$ cat config.mk
export PLATFORM = sky130hd
export DESIGN_NAME = ffha_ram
export DESIGN_NICKNAME = d
export VERILOG_FILES = /design/src/ffha_ram.sv
export SDC_FILE = /design/constraint.sdc
export NUM_CORES = 1
export LEC_CHECK = 0
export BUFFER_PORTS_ARGS = -buffer_cell sky130_fd_sc_hd__buf_2
export CAP_MARGIN = 20
export CELL_PAD_IN_SITES_DETAIL_PLACEMENT = 2
export CELL_PAD_IN_SITES_GLOBAL_PLACEMENT = 2
export CORE_UTILIZATION = 52
export CTS_CLUSTER_SIZE = 16
export DETAILED_ROUTE_END_ITERATION = 10
export GPL_ROUTABILITY_DRIVEN = 0
export PLACE_DENSITY = 0.89
export SYNTH_ARGS = -nofsm -noshare
export SYNTH_HDL_FRONTEND = slang
export SYNTH_SLANG_ARGS = --single-unit
$ cat constraint.sdc
create_clock -name clk -period 4.3 [get_ports clk]
set_input_delay 0.645 -clock clk [delete_from_list [all_inputs] [get_ports clk]]
set_output_delay 0.645 -clock clk [all_outputs]
set_load 0.005 [all_outputs]
$ cat src/ffha_ram.sv
module ffha_ram #(
  parameter int WIDTH = 8,
  parameter int DEPTH = 16
) (
  input  logic                     clk,
  input  logic                     we,
  input  logic [$clog2(DEPTH)-1:0] waddr,
  input  logic [WIDTH-1:0]         wdata,
  input  logic [$clog2(DEPTH)-1:0] raddr,
  output logic [WIDTH-1:0]         rdata
);

  logic [WIDTH-1:0] mem [DEPTH];
  logic [WIDTH-1:0] rdata_r;

  always_ff @(posedge clk) begin
    if (we) begin
      mem[waddr] <= wdata;
    end
    rdata_r <= mem[raddr];
  end

  assign rdata = rdata_r;

endmodule

==> impl_metrics.tcl, run 1 <==
set metrics [dict create \
    status "finished, final reports clean" \
    cts_made_buffers 17 \
    floorplan.initialDensity 0.5467 \
    drt-pass1-iter-count 4 \
    cell_count_of_the_worst_hold_path 1 \
    cellLeakagePower_nw 2.017 \
    floorplan.die.width_um 101.5 \
    clockBufferDepth 2 \
    ff2ff_path_depth 3 \
    timing.slew.headroom 0.2587 \
    synthesis.nets 247 \
    startpoint_type_of_the_worst_setup_path "input pin" \
    first_pass_grt_wire_length_mm 19.40 \
    die_height_um 101.5 \
    critical_path_required_ps 4540 \
    finalHoldViolCount 0 \
    syn-cell-area_um2 5147 \
    via_count 2544 \
    crit_arrival_ps 2250 \
    post_drt_via_cell_ratio 6.190 \
    crit_path_end_kind "flop" \
    cts.root.buffer_cell "clkbuf_8" \
    setup-violations-final 0 \
    postSynthRegisterBits 136 \
    synth-seq-area-share 0.7778 \
    global_route.usage.total 0.2954 \
    period_minus_slack_ps 2011 \
    std_cell_rows 35 \
    post-route-period-util 0.4677 \
    max_clock_freq_ghz 0.4973 \
    power-per-cell-area_nw_per_um2 525.6 \
    cts_resized 0 \
    drt_wl_total_mm 13.34 \
    path_clk_slew_ps 60 \
    totalNegativeSetupSlack_ps 0 \
    total_nets_final 287 \
    io_pins 26 \
    timing.final.max_slew_violations 0 \
    clock_skew_ps 11.00 \
    post_cts.repair.setup_buffers 0 \
    areaGrowthSynthToFinish_pct 17.16 \
    cts.htree.levels 4 \
    cts_sinks 136 \
    routed_wire_length_per_instance_um 32.45 \
    ys_types 19 \
    vdd_drop_max_mv 0.5294 \
    setup_slack_ps 2289 \
    initial_antenna_violation_count 0 \
    maxCapViolations 0 \
    hp-class "in -> reg" \
    cp_max_fo 5 \
    ant_nets 0 \
    diode_count 0 \
    post_synth_inst_count 229 \
    timing_worst_setup_path_type "in -> reg" \
    post_route_cells_drive_above_1_share 0.2908 \
    die-area_um2 10300 \
    post_layout_nonfiller_instances 411 \
    synth_warnings 0 \
    design_area_um2 6031 \
    placed_cell_area_um2 5373 \
    tritoncts "built" \
    dp_cells 376 \
    cts-hold-fix-buffers 0 \
    largest_net_degree_at_the_start_of_global_routing 33 \
    rsz0062_at_grt "false" \
    placement.setup.worst_slack_ps 1618 \
    postLayoutCoreUtil 0.6405 \
    core_area_um2 9415 \
    detailedRoute.firstIterationViolations 160 \
    mostFrequentLayoutCell "edfxtp_1" \
    port_buffers 25 \
    syn_avg_cell_area_um2 22.48 \
    drc 0 \
    post-dp-hpwl_mm 7.734 \
    worstSkewPairLatency_ps 540 \
    grt_remaining_overflow 0 \
    timing_worst_slew_pin_value_ps 1108 \
    commonest_cells_after_routing_fill_and_taps_aside "edfxtp_1 (128), buf_2 (26), mux4_2 (18), a22oi_1 (16), clkbuf_16 (16)" \
    grt_pass1_vias 2754 \
]
==> power breakdown <==
group	internal, mW	switching [mW]
combinational	0.0556	0.0862
clock	0.947	0.585
sequential	1.48	0.0136
total	2.48	0.685
==> cell type report <==
cell class                 instances  area [µm²]
clock inverter                    14       197.7
fill                             713        3385
multi-input combinational         83        1062
sequential                       136        4004
tap                              129       161.4
clock buffer                      18       417.9
timing repair buffer              31       187.7
==> registers in the layout, summed over array words and instances, names as in the netlist <==
signal and count:
mem 128, rdata 8
==> final timing paths <==
path,from,end,slack [ps]
max,waddr[2],mem[0][0],2290
min,wdata[6],mem[2][6],500
max reg2reg,mem[3][2],rdata[2],2870
min reg2reg,mem[12][1],rdata[1],720
==> synth_stat cells <==
library cell | count | area, µm²
buf_4 | 1 | 7.510
nor3_1 | 4 | 20.02
and2b_1 | 1 | 7.510
edfxtp_1 | 128 | 3844
buf_6 | 3 | 33.78
or3b_2 | 1 | 8.760
nand2_1 | 9 | 33.78
buf_2 | 3 | 15.01
nand3_1 | 1 | 5.000
nor2b_1 | 1 | 6.260
a22oi_1 | 16 | 120.1
and2_1 | 1 | 6.260
mux4_1 | 14 | 367.9
mux4_2 | 18 | 405.4
nand3b_1 | 2 | 15.01
nand2b_1 | 2 | 12.51
nor2_1 | 13 | 48.80
dfxtp_1 | 8 | 160.2
clkdlybuf4s25_2 | 3 | 30.03
==> worst max-delay path, stage by stage <==
cell	delay [ps]
buf_2	130
or3b_2	530
nor3_1	620
buf_2	320
==> cell families after synthesis <==
family | Yosys count | share of synthesized area
flops | 136 | 0.7778
simple gates | 35 | 0.03184
mux | 32 | 0.1502
compound gates | 16 | 0.02334
buf+inv | 10 | 0.01677
==> metrics by stage <==
step	hold WS [ps]	power, mW
finish	504.1	3.170
global route	498.3	3.241
CTS	479.2	3.188
detailed placement	695.4	1.659
global placement	653.8	1.642
floorplan	629.3	1.592
==> layer usage <==
| metal | wire (µm) | track usage | share of wire |
|---|---|---|---|
| met5 | 0 | 0 | 0 |
| met4 | 245 | 0.1249 | 0.018 |
| met2 | 6895 | 0.4767 | 0.52 |
| met3 | 672 | 0.08420 | 0.050 |
| met1 | 5522 | 0.3806 | 0.41 |
Power figures use the tool's default switching activity.
==> run 2, diff against run 1 <==
- CORE_UTILIZATION: 52 -> 43
- PLACE_DENSITY: 0.89 -> 0.79
- clock period: 4.3 -> 1.85 ns (I/O delays scaled with it)
==> run 2 against run 1 <==
  * The run now ends with DRC left
  * Sequential cell count unchanged
  * Utilization down 11 points
  * Largest cell class unchanged
  * Global-route usage down 7.8 points
==> impl_metrics.tcl, run 2 (synthesis gave the netlist of run 1 again) <==
set metrics [dict create \
    initial_antenna_violation_count 0 \
    total_nets_final 306 \
    post-route-period-util 0.8144 \
    ant_nets 0 \
    worstSkewPairLatency_ps 410 \
    timing_worst_slew_pin_value_ps 442.6 \
    finalHoldViolCount 0 \
    clock_skew_ps 7.391 \
    clockBufferDepth 2 \
    post_cts.repair.setup_buffers 0 \
    setup_slack_ps 343.3 \
    floorplan.initialDensity 0.4451 \
    cp_max_fo 1 \
    drc 6 \
    rsz0062_at_grt "false" \
    crit_path_end_kind "flop" \
    grt_pass1_vias 2761 \
    mostFrequentLayoutCell "edfxtp_1" \
    timing_worst_setup_path_type "reg -> reg" \
    areaGrowthSynthToFinish_pct 19.86 \
    port_buffers 25 \
    post_route_cells_drive_above_1_share 0.3189 \
    startpoint_type_of_the_worst_setup_path "flop" \
    hp-class "in -> reg" \
    grt_remaining_overflow 0 \
    crit_path_top_delay_cell "mux4_1" \
    routed_wire_length_per_instance_um 27.53 \
    timing.critical_path.max_delay_family "multiplexers" \
    diode_count 0 \
    timing.final.max_slew_violations 0 \
    maxCapViolations 0 \
    worstPathCellList "mux4_1 > a22oi_1 > nand2_1" \
    power-per-cell-area_nw_per_um2 1164 \
    first_pass_grt_wire_length_mm 18.37 \
    period_minus_slack_ps 1507 \
    post_layout_nonfiller_instances 444 \
    violated_checks "DRC" \
    global_route.usage.total 0.2174 \
    largest_net_degree_at_the_start_of_global_routing 33 \
    placement.setup.worst_slack_ps -72.80 \
    cts_sinks 136 \
    core_area_um2 11560 \
    cts_made_buffers 17 \
    largest_register_ffs 128 \
    cts_resized 0 \
    post_drt_via_cell_ratio 5.628 \
    floorplan.die.width_um 111.4 \
    post-dp-hpwl_mm 8.320 \
    crit_arrival_ps 1780 \
    die_height_um 111.4 \
    cts.htree.levels 4 \
    postLayoutCoreUtil 0.5335 \
    regToRegSetupSlack_ps 340 \
    via_count 2499 \
    dp_cells 412 \
    cts-hold-fix-buffers 0 \
    std_cell_rows 39 \
    io_pins 26 \
    max_clock_freq_ghz 0.6637 \
    critical_path_buffer_and_inverter_count 0 \
    tritoncts "built" \
    critical_path_required_ps 2120 \
    status "finished with violations" \
    drt-pass1-iter-count 7 \
    cellLeakagePower_nw 2.118 \
    setup-violations-final 0 \
    vdd_drop_max_mv 1.271 \
    die-area_um2 12410 \
    critPathMaxStageDelay_ps 530 \
    path_clk_slew_ps 60 \
    timing.slew.headroom 0.7049 \
    drt_wl_total_mm 12.22 \
    cts.root.buffer_cell "clkbuf_16" \
    register_ranked_first_by_flip_flop_count "mem" \
    detailedRoute.firstIterationViolations 192 \
    commonest_cells_after_routing_fill_and_taps_aside "edfxtp_1 (128), buf_2 (25), buf_4 (23), mux4_2 (18), clkbuf_16 (17)" \
]
[run 2: per-layer routing]
layer | up-vias | GRT usage | part of all wire
met1 | 1351 | 0.2966 | 0.46
met4 | 0 | 0.07027 | 0.011
met3 | 12 | 0.05498 | 0.031
li1 | 1089 | - | -
met2 | 47 | 0.3463 | 0.50
met5 | - | 0 | 0
[run 2: report_power, final]
part / total, mW / switching, mW / internal [mW] / leakage (nW)
combinational: 0.341 / 0.195 / 0.147 / 0.610
sequential: 3.47 / 0.0246 / 3.45 / 1.22
clock: 3.37 / 1.19 / 2.18 / 0.284
total: 7.18 / 1.40 / 5.78 / 2.12
[run 2: worst paths after layout]
kind	startpoint	to	depth (start not counted)
worst min-delay path	wdata[1]	mem[3][1]	1
worst min register to register	mem[7][0]	rdata[0]	3
worst max-delay path	mem[1][3]	rdata[3]	3
worst max register to register	mem[1][3]	rdata[3]	3
[run 2: layout make-up]
type	count	area [µm²]
clock buffer	24	471.7
fill	966	5395
tap	143	178.9
timing repair buffer	50	337.8
multi-input combinational	83	1057
clock inverter	8	120.1
sequential	136	4004
[run 2: stage by stage]
stage               power [mW]  hold slack [ps]  instance area, µm²  TNS [ps]
floorplan                3.700            376.4                5147         0
global placement         3.854            644.3                5578    -1.575
detailed placement       3.885            661.4                5578    -168.8
CTS                      7.256            235.7                6170         0
global route             7.394            252.4                6170         0
finish                   7.182            256.8                6170         0
