## src/ffha_pkg.sv

```systemverilog
package ffha_pkg;

  localparam int HEAP_BYTES   = 4096;
  localparam int HEADER_BYTES = 16;
  localparam int MAX_BLOCKS   = 256;

  localparam int MODE_W  = 1;
  localparam int REQ_W   = 13;
  localparam int ID_W    = 16;
  localparam int STAT_W  = 2;
  localparam int BOFF_W  = 12;

  localparam int OFF_W   = $clog2(HEAP_BYTES);
  localparam int CMP_W   = ((OFF_W > REQ_W) ? OFF_W : REQ_W) + 2;
  localparam int IDX_W   = $clog2(MAX_BLOCKS);
  localparam int CNT_W   = $clog2(MAX_BLOCKS + 1);

  localparam logic [CMP_W-1:0] HDR_C     = CMP_W'(HEADER_BYTES);
  localparam logic [OFF_W-1:0] HEAP_FREE = OFF_W'(HEAP_BYTES - HEADER_BYTES);
  localparam logic [CNT_W:0]   MAX_C     = (CNT_W + 1)'(MAX_BLOCKS);

  localparam logic [MODE_W-1:0] MODE_ALLOC = 1'b0;
  localparam logic [MODE_W-1:0] MODE_FREE  = 1'b1;

  localparam logic [STAT_W-1:0] ST_OK    = 2'd0;
  localparam logic [STAT_W-1:0] ST_NOMEM = 2'd1;
  localparam logic [STAT_W-1:0] ST_BADID = 2'd2;

  typedef struct packed {
    logic [OFF_W-1:0] off;
    logic [OFF_W-1:0] size;
  } free_ent_t;

  typedef struct packed {
    logic [ID_W-1:0]  id;
    logic [OFF_W-1:0] off;
    logic [OFF_W-1:0] size;
  } used_ent_t;

  typedef struct packed {
    logic             we;
    logic [IDX_W-1:0] waddr;
    free_ent_t        wdata;
    logic [IDX_W-1:0] raddr;
  } free_req_t;

  typedef struct packed {
    logic             we;
    logic [IDX_W-1:0] waddr;
    used_ent_t        wdata;
    logic [IDX_W-1:0] raddr;
  } used_req_t;

  typedef struct packed {
    logic [STAT_W-1:0] status;
    logic [ID_W-1:0]   new_id;
    logic [BOFF_W-1:0] block_offset;
  } res_t;

endpackage

```

## src/ffha_ctrl.sv

```systemverilog
module ffha_ctrl (
  input  logic                          clk,
  input  logic                          rst_n,
  input  logic                          start,
  input  logic [ffha_pkg::MODE_W-1:0]   req_mode,
  input  logic [ffha_pkg::REQ_W-1:0]    req_bytes,
  input  logic [ffha_pkg::ID_W-1:0]     req_id,
  output logic                          idle,
  output logic                          res_valid,
  input  logic                          res_take,
  output ffha_pkg::res_t                res,
  output ffha_pkg::free_req_t           freq,
  input  ffha_pkg::free_ent_t           frd,
  output ffha_pkg::used_req_t           ureq,
  input  ffha_pkg::used_ent_t           urd
);

  localparam int OFF_W = ffha_pkg::OFF_W;
  localparam int CMP_W = ffha_pkg::CMP_W;
  localparam int IDX_W = ffha_pkg::IDX_W;
  localparam int CNT_W = ffha_pkg::CNT_W;

  typedef enum logic [3:0] {
    S_INIT, S_IDLE, S_ASCAN, S_USCAN, S_USHDN, S_LSCAN,
    S_SHUP, S_PUSH, S_RSCAN, S_FSHDN, S_DONE
  } state_t;

  state_t                       state_r, state_nxt;
  logic [CNT_W-1:0]             fcnt_r, fcnt_nxt;
  logic [CNT_W-1:0]             ucnt_r, ucnt_nxt;
  logic [ffha_pkg::ID_W-1:0]    idc_r, idc_nxt;
  logic [ffha_pkg::REQ_W-1:0]   bytes_r, bytes_nxt;
  logic [ffha_pkg::ID_W-1:0]    id_r, id_nxt;
  logic [CNT_W-1:0]             idx_r, idx_nxt;
  logic [CNT_W-1:0]             lim_r, lim_nxt;
  logic                         pend_r, pend_nxt;
  logic [IDX_W-1:0]             pidx_r, pidx_nxt;
  logic [OFF_W-1:0]             boff_r, boff_nxt;
  logic [OFF_W-1:0]             bsize_r, bsize_nxt;
  logic [OFF_W-1:0]             moff_r, moff_nxt;
  logic [OFF_W-1:0]             msize_r, msize_nxt;
  logic [IDX_W-1:0]             m_r, m_nxt;
  ffha_pkg::res_t               res_r, res_nxt;

  logic [CNT_W-1:0] idxm1;
  logic [CMP_W-1:0] need;
  logic [CMP_W-1:0] rd_end;
  logic [CMP_W-1:0] m_end;
  logic [OFF_W-1:0] lsize;
  logic [ffha_pkg::ID_W-1:0] idc_inc;
  logic a_hit, u_hit, l_hit, r_hit;

  assign idxm1   = idx_r - CNT_W'(1);
  assign need    = CMP_W'(bytes_r) + ffha_pkg::HDR_C;
  assign rd_end  = CMP_W'(frd.off) + ffha_pkg::HDR_C + CMP_W'(frd.size);
  assign m_end   = CMP_W'(moff_r) + ffha_pkg::HDR_C + CMP_W'(msize_r);
  assign lsize   = OFF_W'(CMP_W'(frd.size) + CMP_W'(bsize_r) + ffha_pkg::HDR_C);
  assign idc_inc = idc_r + 16'd1;

  assign a_hit = pend_r && (CMP_W'(frd.size) >= need);
  assign u_hit = pend_r && (urd.id == id_r);
  assign l_hit = pend_r && (rd_end == CMP_W'(boff_r));
  assign r_hit = pend_r && (pidx_r != m_r) && (CMP_W'(frd.off) == m_end);

  always_comb begin
    state_nxt = state_r;
    fcnt_nxt  = fcnt_r;
    ucnt_nxt  = ucnt_r;
    idc_nxt   = idc_r;
    bytes_nxt = bytes_r;
    id_nxt    = id_r;
    idx_nxt   = idx_r;
    lim_nxt   = lim_r;
    pend_nxt  = 1'b0;
    pidx_nxt  = pidx_r;
    boff_nxt  = boff_r;
    bsize_nxt = bsize_r;
    moff_nxt  = moff_r;
    msize_nxt = msize_r;
    m_nxt     = m_r;
    res_nxt   = res_r;
    freq       = '0;
    freq.raddr = idx_r[IDX_W-1:0];
    ureq       = '0;
    ureq.raddr = idx_r[IDX_W-1:0];

    unique case (state_r)
      S_INIT: begin
        freq.we         = 1'b1;
        freq.waddr      = '0;
        freq.wdata.off  = '0;
        freq.wdata.size = ffha_pkg::HEAP_FREE;
        state_nxt       = S_IDLE;
      end
      S_IDLE: begin
        if (start) begin
          bytes_nxt = req_bytes;
          id_nxt    = req_id;
          res_nxt   = '0;
          if (req_mode == ffha_pkg::MODE_ALLOC) begin
            if (({1'b0, fcnt_r} + {1'b0, ucnt_r}) >= ffha_pkg::MAX_C) begin
              res_nxt.status = ffha_pkg::ST_NOMEM;
              state_nxt      = S_DONE;
            end else begin
              idx_nxt   = '0;
              state_nxt = S_ASCAN;
            end
          end else begin
            idx_nxt   = ucnt_r;
            state_nxt = S_USCAN;
          end
        end
      end
      S_ASCAN: begin
        if (a_hit) begin
          freq.we         = 1'b1;
          freq.waddr      = pidx_r;
          freq.wdata.off  = OFF_W'(CMP_W'(frd.off) + need);
          freq.wdata.size = OFF_W'(CMP_W'(frd.size) - need);
          ureq.we         = 1'b1;
          ureq.waddr      = ucnt_r[IDX_W-1:0];
          ureq.wdata.id   = idc_inc;
          ureq.wdata.off  = frd.off;
          ureq.wdata.size = OFF_W'(bytes_r);
          ucnt_nxt        = ucnt_r + CNT_W'(1);
          idc_nxt         = idc_inc;
          res_nxt.status       = ffha_pkg::ST_OK;
          res_nxt.new_id       = idc_inc;
          res_nxt.block_offset = ffha_pkg::BOFF_W'(frd.off);
          state_nxt            = S_DONE;
        end else if (idx_r != fcnt_r) begin
          pend_nxt = 1'b1;
          pidx_nxt = idx_r[IDX_W-1:0];
          idx_nxt  = idx_r + CNT_W'(1);
        end else begin
          res_nxt.status = ffha_pkg::ST_NOMEM;
          state_nxt      = S_DONE;
        end
      end
      S_USCAN: begin
        ureq.raddr = idxm1[IDX_W-1:0];
        if (u_hit) begin
          boff_nxt  = urd.off;
          bsize_nxt = urd.size;
          idx_nxt   = CNT_W'(pidx_r) + CNT_W'(1);
          lim_nxt   = ucnt_r;
          state_nxt = S_USHDN;
        end else if (idx_r != '0) begin
          pend_nxt = 1'b1;
          pidx_nxt = idxm1[IDX_W-1:0];
          idx_nxt  = idxm1;
        end else begin
          res_nxt.status = ffha_pkg::ST_BADID;
          state_nxt      = S_DONE;
        end
      end
      S_USHDN: begin
        if (pend_r) begin
          ureq.we    = 1'b1;
          ureq.waddr = pidx_r - IDX_W'(1);
          ureq.wdata = urd;
        end
        if (idx_r != lim_r) begin
          pend_nxt = 1'b1;
          pidx_nxt = idx_r[IDX_W-1:0];
          idx_nxt  = idx_r + CNT_W'(1);
        end else if (!pend_r) begin
          ucnt_nxt  = ucnt_r - CNT_W'(1);
          idx_nxt   = '0;
          state_nxt = S_LSCAN;
        end
      end
      S_LSCAN: begin
        if (l_hit) begin
          freq.we         = 1'b1;
          freq.waddr      = pidx_r;
          freq.wdata.off  = frd.off;
          freq.wdata.size = lsize;
          m_nxt           = pidx_r;
          moff_nxt        = frd.off;
          msize_nxt       = lsize;
          idx_nxt         = '0;
          state_nxt       = S_RSCAN;
        end else if (idx_r != fcnt_r) begin
          pend_nxt = 1'b1;
          pidx_nxt = idx_r[IDX_W-1:0];
          idx_nxt  = idx_r + CNT_W'(1);
        end else begin
          m_nxt     = '0;
          moff_nxt  = boff_r;
          msize_nxt = bsize_r;
          idx_nxt   = fcnt_r;
          state_nxt = S_SHUP;
        end
      end
      S_SHUP: begin
        freq.raddr = idxm1[IDX_W-1:0];
        if (pend_r) begin
          freq.we    = 1'b1;
          freq.waddr = pidx_r + IDX_W'(1);
          freq.wdata = frd;
        end
        if (idx_r != '0) begin
          pend_nxt = 1'b1;
          pidx_nxt = idxm1[IDX_W-1:0];
          idx_nxt  = idxm1;
        end else if (!pend_r) begin
          state_nxt = S_PUSH;
        end
      end
      S_PUSH: begin
        freq.we         = 1'b1;
        freq.waddr      = '0;
        freq.wdata.off  = boff_r;
        freq.wdata.size = bsize_r;
        fcnt_nxt        = fcnt_r + CNT_W'(1);
        idx_nxt         = '0;
        state_nxt       = S_RSCAN;
      end
      S_RSCAN: begin
        if (r_hit) begin
          freq.we         = 1'b1;
          freq.waddr      = m_r;
          freq.wdata.off  = moff_r;
          freq.wdata.size = OFF_W'(CMP_W'(msize_r) + CMP_W'(frd.size) + ffha_pkg::HDR_C);
          idx_nxt         = CNT_W'(pidx_r) + CNT_W'(1);
          lim_nxt         = fcnt_r;
          state_nxt       = S_FSHDN;
        end else if (idx_r != fcnt_r) begin
          pend_nxt = 1'b1;
          pidx_nxt = idx_r[IDX_W-1:0];
          idx_nxt  = idx_r + CNT_W'(1);
        end else begin
          res_nxt.status = ffha_pkg::ST_OK;
          state_nxt      = S_DONE;
        end
      end
      S_FSHDN: begin
        if (pend_r) begin
          freq.we    = 1'b1;
          freq.waddr = pidx_r - IDX_W'(1);
          freq.wdata = frd;
        end
        if (idx_r != lim_r) begin
          pend_nxt = 1'b1;
          pidx_nxt = idx_r[IDX_W-1:0];
          idx_nxt  = idx_r + CNT_W'(1);
        end else if (!pend_r) begin
          fcnt_nxt       = fcnt_r - CNT_W'(1);
          res_nxt.status = ffha_pkg::ST_OK;
          state_nxt      = S_DONE;
        end
      end
      S_DONE: begin
        if (res_take) begin
          state_nxt = S_IDLE;
        end
      end
      default: state_nxt = S_IDLE;
    endcase
  end

  always_ff @(posedge clk) begin
    if (!rst_n) begin
      state_r <= S_INIT;
      fcnt_r  <= CNT_W'(1);
      ucnt_r  <= '0;
      idc_r   <= '0;
      pend_r  <= 1'b0;
    end else begin
      state_r <= state_nxt;
      fcnt_r  <= fcnt_nxt;
      ucnt_r  <= ucnt_nxt;
      idc_r   <= idc_nxt;
      pend_r  <= pend_nxt;
    end
    bytes_r <= bytes_nxt;
    id_r    <= id_nxt;
    idx_r   <= idx_nxt;
    lim_r   <= lim_nxt;
    pidx_r  <= pidx_nxt;
    boff_r  <= boff_nxt;
    bsize_r <= bsize_nxt;
    moff_r  <= moff_nxt;
    msize_r <= msize_nxt;
    m_r     <= m_nxt;
    res_r   <= res_nxt;
  end

  assign idle      = (state_r == S_IDLE);
  assign res_valid = (state_r == S_DONE);
  assign res       = res_r;

`ifndef NO_ASSERTIONS
  a_tables_bounded: assert property (@(posedge clk) disable iff (!rst_n)
    ({1'b0, fcnt_r} + {1'b0, ucnt_r}) <= ffha_pkg::MAX_C)
    else $error("free and used tables exceed capacity");

  a_free_nonempty: assert property (@(posedge clk) disable iff (!rst_n)
    fcnt_r != '0)
    else $error("free table empty");

  a_res_hold: assert property (@(posedge clk) disable iff (!rst_n)
    (res_valid && !res_take) |=> ($stable(res_r) && res_valid))
    else $error("result changed while waiting");

  a_start_idle: assert property (@(posedge clk) disable iff (!rst_n)
    start |-> idle)
    else $error("word started while busy");
`endif

endmodule

```

## config.mk

```make
export PLATFORM = sky130hd
export DESIGN_NAME = ffha_ctrl
export DESIGN_NICKNAME = d
export VERILOG_FILES = /design/src/ffha_pkg.sv /design/src/ffha_ctrl.sv
export SDC_FILE = /design/constraint.sdc
export NUM_CORES = 1
export LEC_CHECK = 0
export BUFFER_PORTS_ARGS = -buffer_cell sky130_fd_sc_hd__buf_2
export CELL_PAD_IN_SITES_DETAIL_PLACEMENT = 1
export CELL_PAD_IN_SITES_GLOBAL_PLACEMENT = 2
export CORE_MARGIN = 2
export CORE_UTILIZATION = 39
export CTS_BUF_LIST = sky130_fd_sc_hd__clkbuf_4 sky130_fd_sc_hd__clkbuf_8
export DETAILED_ROUTE_END_ITERATION = 6
export PLACE_DENSITY_LB_ADDON = 0.25
export SETUP_SLACK_MARGIN = 0.2
export SYNTH_ARGS = -nofsm -noshare
export SYNTH_HDL_FRONTEND = slang
export SYNTH_SLANG_ARGS = --single-unit
```

## constraint.sdc

```tcl
create_clock -name clk -period 6.45 [get_ports clk]
set_input_delay 0.3225 -clock clk [delete_from_list [all_inputs] [get_ports clk]]
set_output_delay 0.3225 -clock clk [all_outputs]
set_load 0.02 [all_outputs]
```

==> impl_metrics.ini, run 1 <==
[logic_synthesis]
synth_mux_area_share_pct = 0.822
synthCells = 1667
synth_async_sr_flop_share_pct = 0
synthXorXnorAreaFrac_pct = 11.7
synth.area.top_cells = edfxtp_1 28%, ha_1 12%, xnor2_1 8.0%
synthSimpleGateAreaFrac_pct = 19.1
yosysSeqAreaShare_pct = 33.6
synth_most_common_cell = nand2_1
yosys_warnings = 0
ys.flop_type = edfxtp_1
synth_compound_area_share_pct = 18.0
synth_enable_flop_cells = 141
syn_avg_cell_area_um2 = 8.95
synth_top_area_share_pct = 28.4
synth_largest_area_cell = edfxtp_1
synth_cell_type_count = 90
syn_area_um2 = 14900
yosys.area_share.adder_pct = 12.7
synth.cells.most_frequent = 254 x nand2_1, 141 x edfxtp_1, 139 x ha_1
synth_nets = 1912
synth.ff_latch_count = 180
synth_top_family_by_area = simple AND/OR/NAND/NOR gates

[floorplan]
die-area_um2 = 39800
die_h_um = 200
initial_core_util_pct = 39.6
dieWidth_um = 200
core-area_um2 = 37700
fp-row-count = 71
io_pins = 228

[timing]
period_share_pct = 81.5
drv_slew = 0
fin_setup_tns_ns = 0
setup_ws_ns = 1.19
fin_crit_ns = 5.26
setup_viol = 0
hold_violations = 0
rsz0062_at_grt = false
maxClockFrequency_mhz = 190
worst_pin_slew_ns = 1.37
finalClockSkew_ns = 0.0336
relSlewSlack_pct = 8.39

[detailed_routing]
drt_pass1_iterations = 5
drc_errors = 0
drtIter0Drc = 1030
wl_per_cell_um = 23.1
viasPerCell = 5.71
num_vias = 13900
routed_wl_um = 56300
detail-route-antenna-nets = 0

[setup_path]
start_kind = flop
critPathArrivalTime_ns = 4.94
reg2reg_from = bytes_r[4]
cp-end-kind = output pin
timing.rr.end = res[27]
rr_worst_depth = 14
worstSetupPathType = reg -> out
reg2reg_slack_ns = 1.64
crit_fanout = 21
cp_data_required_time_ns = 6.13

[min_path]
hold_path_class = in -> reg
hp-start = urd[14]
whs_endpoint = boff_r[2]
hold_path_depth = 1

[power_and_ir_drop]
p_comb_share_pct = 44.1
clkPwrFrac_pct = 18.4
leakagePower_nw = 7.39
switching_share_pct = 46.0
post-layout-total-power_mw = 4.72
p_sw_mw = 2.17
p_int_mw = 2.55
powerDensity_nw_per_um2 = 270
ir_drop_v = 0.000155
pwr-share-seq_pct = 37.5

[cts]
path_clk_slew_ns = 0.12
clock-sinks = 180
clockBufferDepth = 2
clk_latency_ns = 0.56
htree_levels = 4
cts_root_buffer = clkbuf_8
cts_tree = done
ctsHoldBuffers = 51
cts_buffers = 17
post_cts_buffers = 0
ctsResizeCount = 0

[finish]
final_area_um2 = 17500
nFillCells = 4497
drive_gt1_share_pct = 16.8
seqCellArea_um2 = 5010
final_nets = 2151
layout.cells.non_filler = 2432
multi_input_area_um2 = 9360
area_delta_synth_final_pct = 17.1

[placed_design]
place_inst = 2347
dpl.hpwl_um = 43000
place_congestion = 0.914
dpl_cell_area_um2 = 16500
io_buffers = 227
dpl_worst_slack_ns = 1.50

[global_route]
met1_usage_pct = 40.5
grt_max_degree = 42
grt_overflow = 0
grt_pass1_vias = 13900
grt_pass1_wl_um = 84900
grt-busiest-layer = met2
grt_use_met2_pct = 45.1
track_usage_pct = 28.5
grt_util_met3_pct = 3.78
antenna_found_initial = 2

[status]
status = finished, final reports clean

[run]
max_cap_viol_count = 0
## power groups by stage
stage	clock network, mW	logic (mW)	registers (mW)
after detailed placement	0	2.03	1.78
after CTS	0.888	2.07	1.76
after global placement	0	2.00	1.78
after global routing	0.921	2.27	1.79
final	0.870	2.08	1.77
after floorplan	0	1.52	1.59
## layout by cell type (no fill, tap or decap), types with 21 or more instances in the layout
master / synthesis / routed
nand2_1: 254 / 254
buf_2: 25 / 227
edfxtp_1: 141 / 141
ha_1: 139 / 139
xnor2_1: 137 / 137
o21ai_0: 102 / 102
nor2_1: 103 / 100
a21oi_1: 70 / 70
inv_1: 69 / 69
xor2_1: 61 / 61
dlygate4sd3_1: 0 / 51
dfxtp_1: 39 / 39
and2_1: 37 / 36
nor3_1: 37 / 35
nand3_1: 29 / 29
a22o_1: 24 / 24
nand4_1: 22 / 22
nand2b_1: 21 / 21
a21o_1: 21 / 21
nor2b_1: 21 / 21
## kinds of logic after synthesis
group	count (synthesis)
buf+inv	146
fa+ha+maj	147
xor+xnor	199
simple gates	594
compound gates	389
flops	180
mux	12
## per-layer routing
metal | share of wire, % | wire length [um] | vias up
met3 | 5.7 | 3200 | 54
met4 | 2.3 | 1280 | 0
met2 | 45 | 25400 | 425
met5 | 0 | 0 | -
met1 | 47 | 26300 | 6920
li1 | - | - | 6489
## through the flow
step / util [%] / hold slack [ns]
2_1_floorplan: - / 0.421
4_1_cts: 46.4 / 0.00259
3_5_place_dp: 43.9 / 0.484
3_3_place_gp: 43.9 / 0.476
6_report: 46.4 / 0.0312
5_1_grt: 46.4 / 0.0127
## sequential cells by signal, indices dropped and copies added (netlist names), 9 cells and up
register,flops
res,30
id_r,16
idc_r,16
bytes_r,13
boff_r,12
bsize_r,12
moff_r,12
msize_r,12
fcnt_r,9
idx_r,9
lim_r,9
ucnt_r,9
## how the worst max path moves through the flow
stage / slack (ns) / startpoint / end
after global placement: 1.56 / frd[13] / freq[21]
final: 1.19 / state_r[0] / freq[21]
after CTS: 1.20 / bytes_r[4] / freq[20]
after detailed placement: 1.50 / frd[13] / freq[21]
after global routing: 0.94 / bytes_r[4] / freq[10]
after floorplan: 2.00 / frd[1] / m_r[0]
## critical path, cell delays in order, from the launching register on
cell and delay, ns:
dfxtp_1 0.85, inv_1 0.24, nor2_1 0.27, nand3_1 0.37, inv_2 0.42, nand2_1 0.21, nand2_1 0.70, o21bai_1 0.69
a221o_1 0.41, buf_2 0.20
## layout make-up
| type | count | share of cell area, % |
|---|---|---|
| inverters | 75 | 1.61 |
| flip-flops and latches | 180 | 28.7 |
| repair buffers | 291 | 9.98 |
| diodes | 2 | 0.0286 |
| well taps | 511 | 3.66 |
| clock inverters | 15 | 1.12 |
| multi-input cells | 1341 | 53.6 |
| clock buffers | 17 | 1.34 |
Note: power is estimated with default switching activity, not from simulation.
==> inputs of run 2 (changes only) <==
Settings changed: CORE_UTILIZATION 39 to 37.
Clock period 6.45 ns to 5.31 ns, I/O delays scaled along.
==> run 2 against run 1 <==
Combinational power is 28% higher. Worst hold slack gained 0.14 ns. Die area up 5.3%. Core utilization fell by 2.0 points. First-iteration DRC count is 17% lower. Count of clock-buffer cells in the layout is 1 higher. Worst setup slack worse by 0.68 ns. Final cell count is 1.3% higher. Global-route usage about the same. Sequential power up 20%. Largest cell class unchanged. Sequential share of layout area down 0.25 points. Design area rose by 0.90%.
==> impl_metrics.ini, run 2 (synthesis gave the netlist of run 1 again) <==
[timing]
maxClockFrequency_mhz = 208
setup_viol = 0
setup_ws_ns = 0.510
relSlewSlack_pct = 21.7
finalClockSkew_ns = 0.0305
fin_crit_ns = 4.80
rsz0062_at_grt = true
period_share_pct = 90.4
drv_slew = 0
worst_pin_slew_ns = 1.17
fin_setup_tns_ns = 0
hold_violations = 0
hold_slack_ns = 0.174

[cts]
clock-sinks = 180
clk_latency_ns = 0.56
clockBufferDepth = 2
path_clk_slew_ns = 0.11
post_cts_buffers = 0
cts_buffers = 17
cts_tree = done
htree_levels = 4
cts_root_buffer = clkbuf_8

[detailed_routing]
viasPerCell = 5.69
num_vias = 14000
drt_pass1_iterations = 5
drtIter0Drc = 859
drc_errors = 0
detail-route-antenna-nets = 0
wl_per_cell_um = 24.0
routed_wl_um = 59200

[placed_design]
io_buffers = 227
place_congestion = 0.884
dpl.hpwl_um = 45100
dpl_worst_slack_ns = 0.883
dpl_cell_area_um2 = 16600
place_inst = 2377

[finish]
final_area_um2 = 17600
final_nets = 2169
drive_gt1_share_pct = 17.3
layout_common_cells = 254 x nand2_1, 227 x buf_2, 141 x edfxtp_1, 139 x ha_1, 137 x xnor2_1
largest_reg_flops = 30
utilization_pct = 44.4
nFillCells = 4724
area_delta_synth_final_pct = 18.2
layout_commonest_cell = nand2_1
layout.cells.non_filler = 2463

[floorplan]
die-area_um2 = 41900
fp-row-count = 73
dieWidth_um = 205
core-area_um2 = 39700
initial_core_util_pct = 37.5
io_pins = 228
die_h_um = 205

[global_route]
grt_pass1_wl_um = 89100
grt_max_degree = 42
grt_pass1_vias = 14400
grt_overflow = 0
antenna_found_initial = 2
track_usage_pct = 28.5

[setup_path]
start_kind = flop
reg2reg_slack_ns = 0.99
worstSetupPathType = reg -> out
cp_data_required_time_ns = 5.04
critPathArrivalTime_ns = 4.53
crit_fanout = 28
cp-end-kind = output pin

[power_and_ir_drop]
leakagePower_nw = 7.49
powerDensity_nw_per_um2 = 331
post-layout-total-power_mw = 5.84
ir_drop_v = 0.000213

[status]
status = finished, final reports clean

[run]
max_cap_viol_count = 0

[min_path]
hold_path_class = in -> reg
-- run 2: cell count changes in the layout (fill, tap and decap cells not counted), sizes merged --
cell,delta
dlygate4sd3,+2
inv,-2
bufinv,+1
clkbuf,+1
clkinv,+1
clkinvlp,-1
diode,-1
buf,+16
-- run 2: report_power, final --
group / internal, mW / leakage (nW) / switching, mW
sequential: 1.76 / 1.61 / 0.356
clock: 0.410 / 0.217 / 0.649
combinational: 0.990 / 5.66 / 1.68
total: 3.16 / 7.49 / 2.68
-- run 2: timing repair --
| action | CTS | global route |
|---|---|---|
| hold buffers | 53 | 0 |
| endpoints found under the setup margin | 0 | 31 |
| hold endpoints to repair | 53 | 0 |
| resized for setup | 0 | 3 |
-- run 2: layout make-up --
class | instances | area, um^2 | share of cell area (%)
inverter | 75 | 282 | 1.60
timing repair buffer | 309 | 1890 | 10.7
multi-input combinational | 1341 | 9350 | 53.0
antenna | 1 | 2.50 | 0.0142
sequential | 180 | 5010 | 28.5
clock buffer | 18 | 241 | 1.37
tap | 525 | 657 | 3.73
clock inverter | 14 | 191 | 1.09
-- run 2: metal layers --
metal,routed length (um),global-route usage [%]
met3,4130,5.14
met4,1690,9.70
met1,26100,38.7
met2,27300,45.5
met5,0,0
-- run 2: worst paths after layout --
kind,from,to,cells past startpoint
max,bytes_r[4],freq[27],12
min,frd[23],moff_r[11],3
max reg2reg,bytes_r[4],idx_r[4],11
min reg2reg,idc_r[8],idc_r[8],2
-- run 2: worst max-delay path, stage by stage (launching register included) --
cell,delay [ns]
edfxtp_1,0.48
ha_1,0.26
and3_1,0.23
xor2_1,0.26
inv_1,0.08
ha_1,0.33
nand2_1,0.09
nor3_1,0.06
a2111o_1,0.41
o211ai_4,0.75
o21ai_0,0.48
a221o_1,0.38
buf_2,0.16
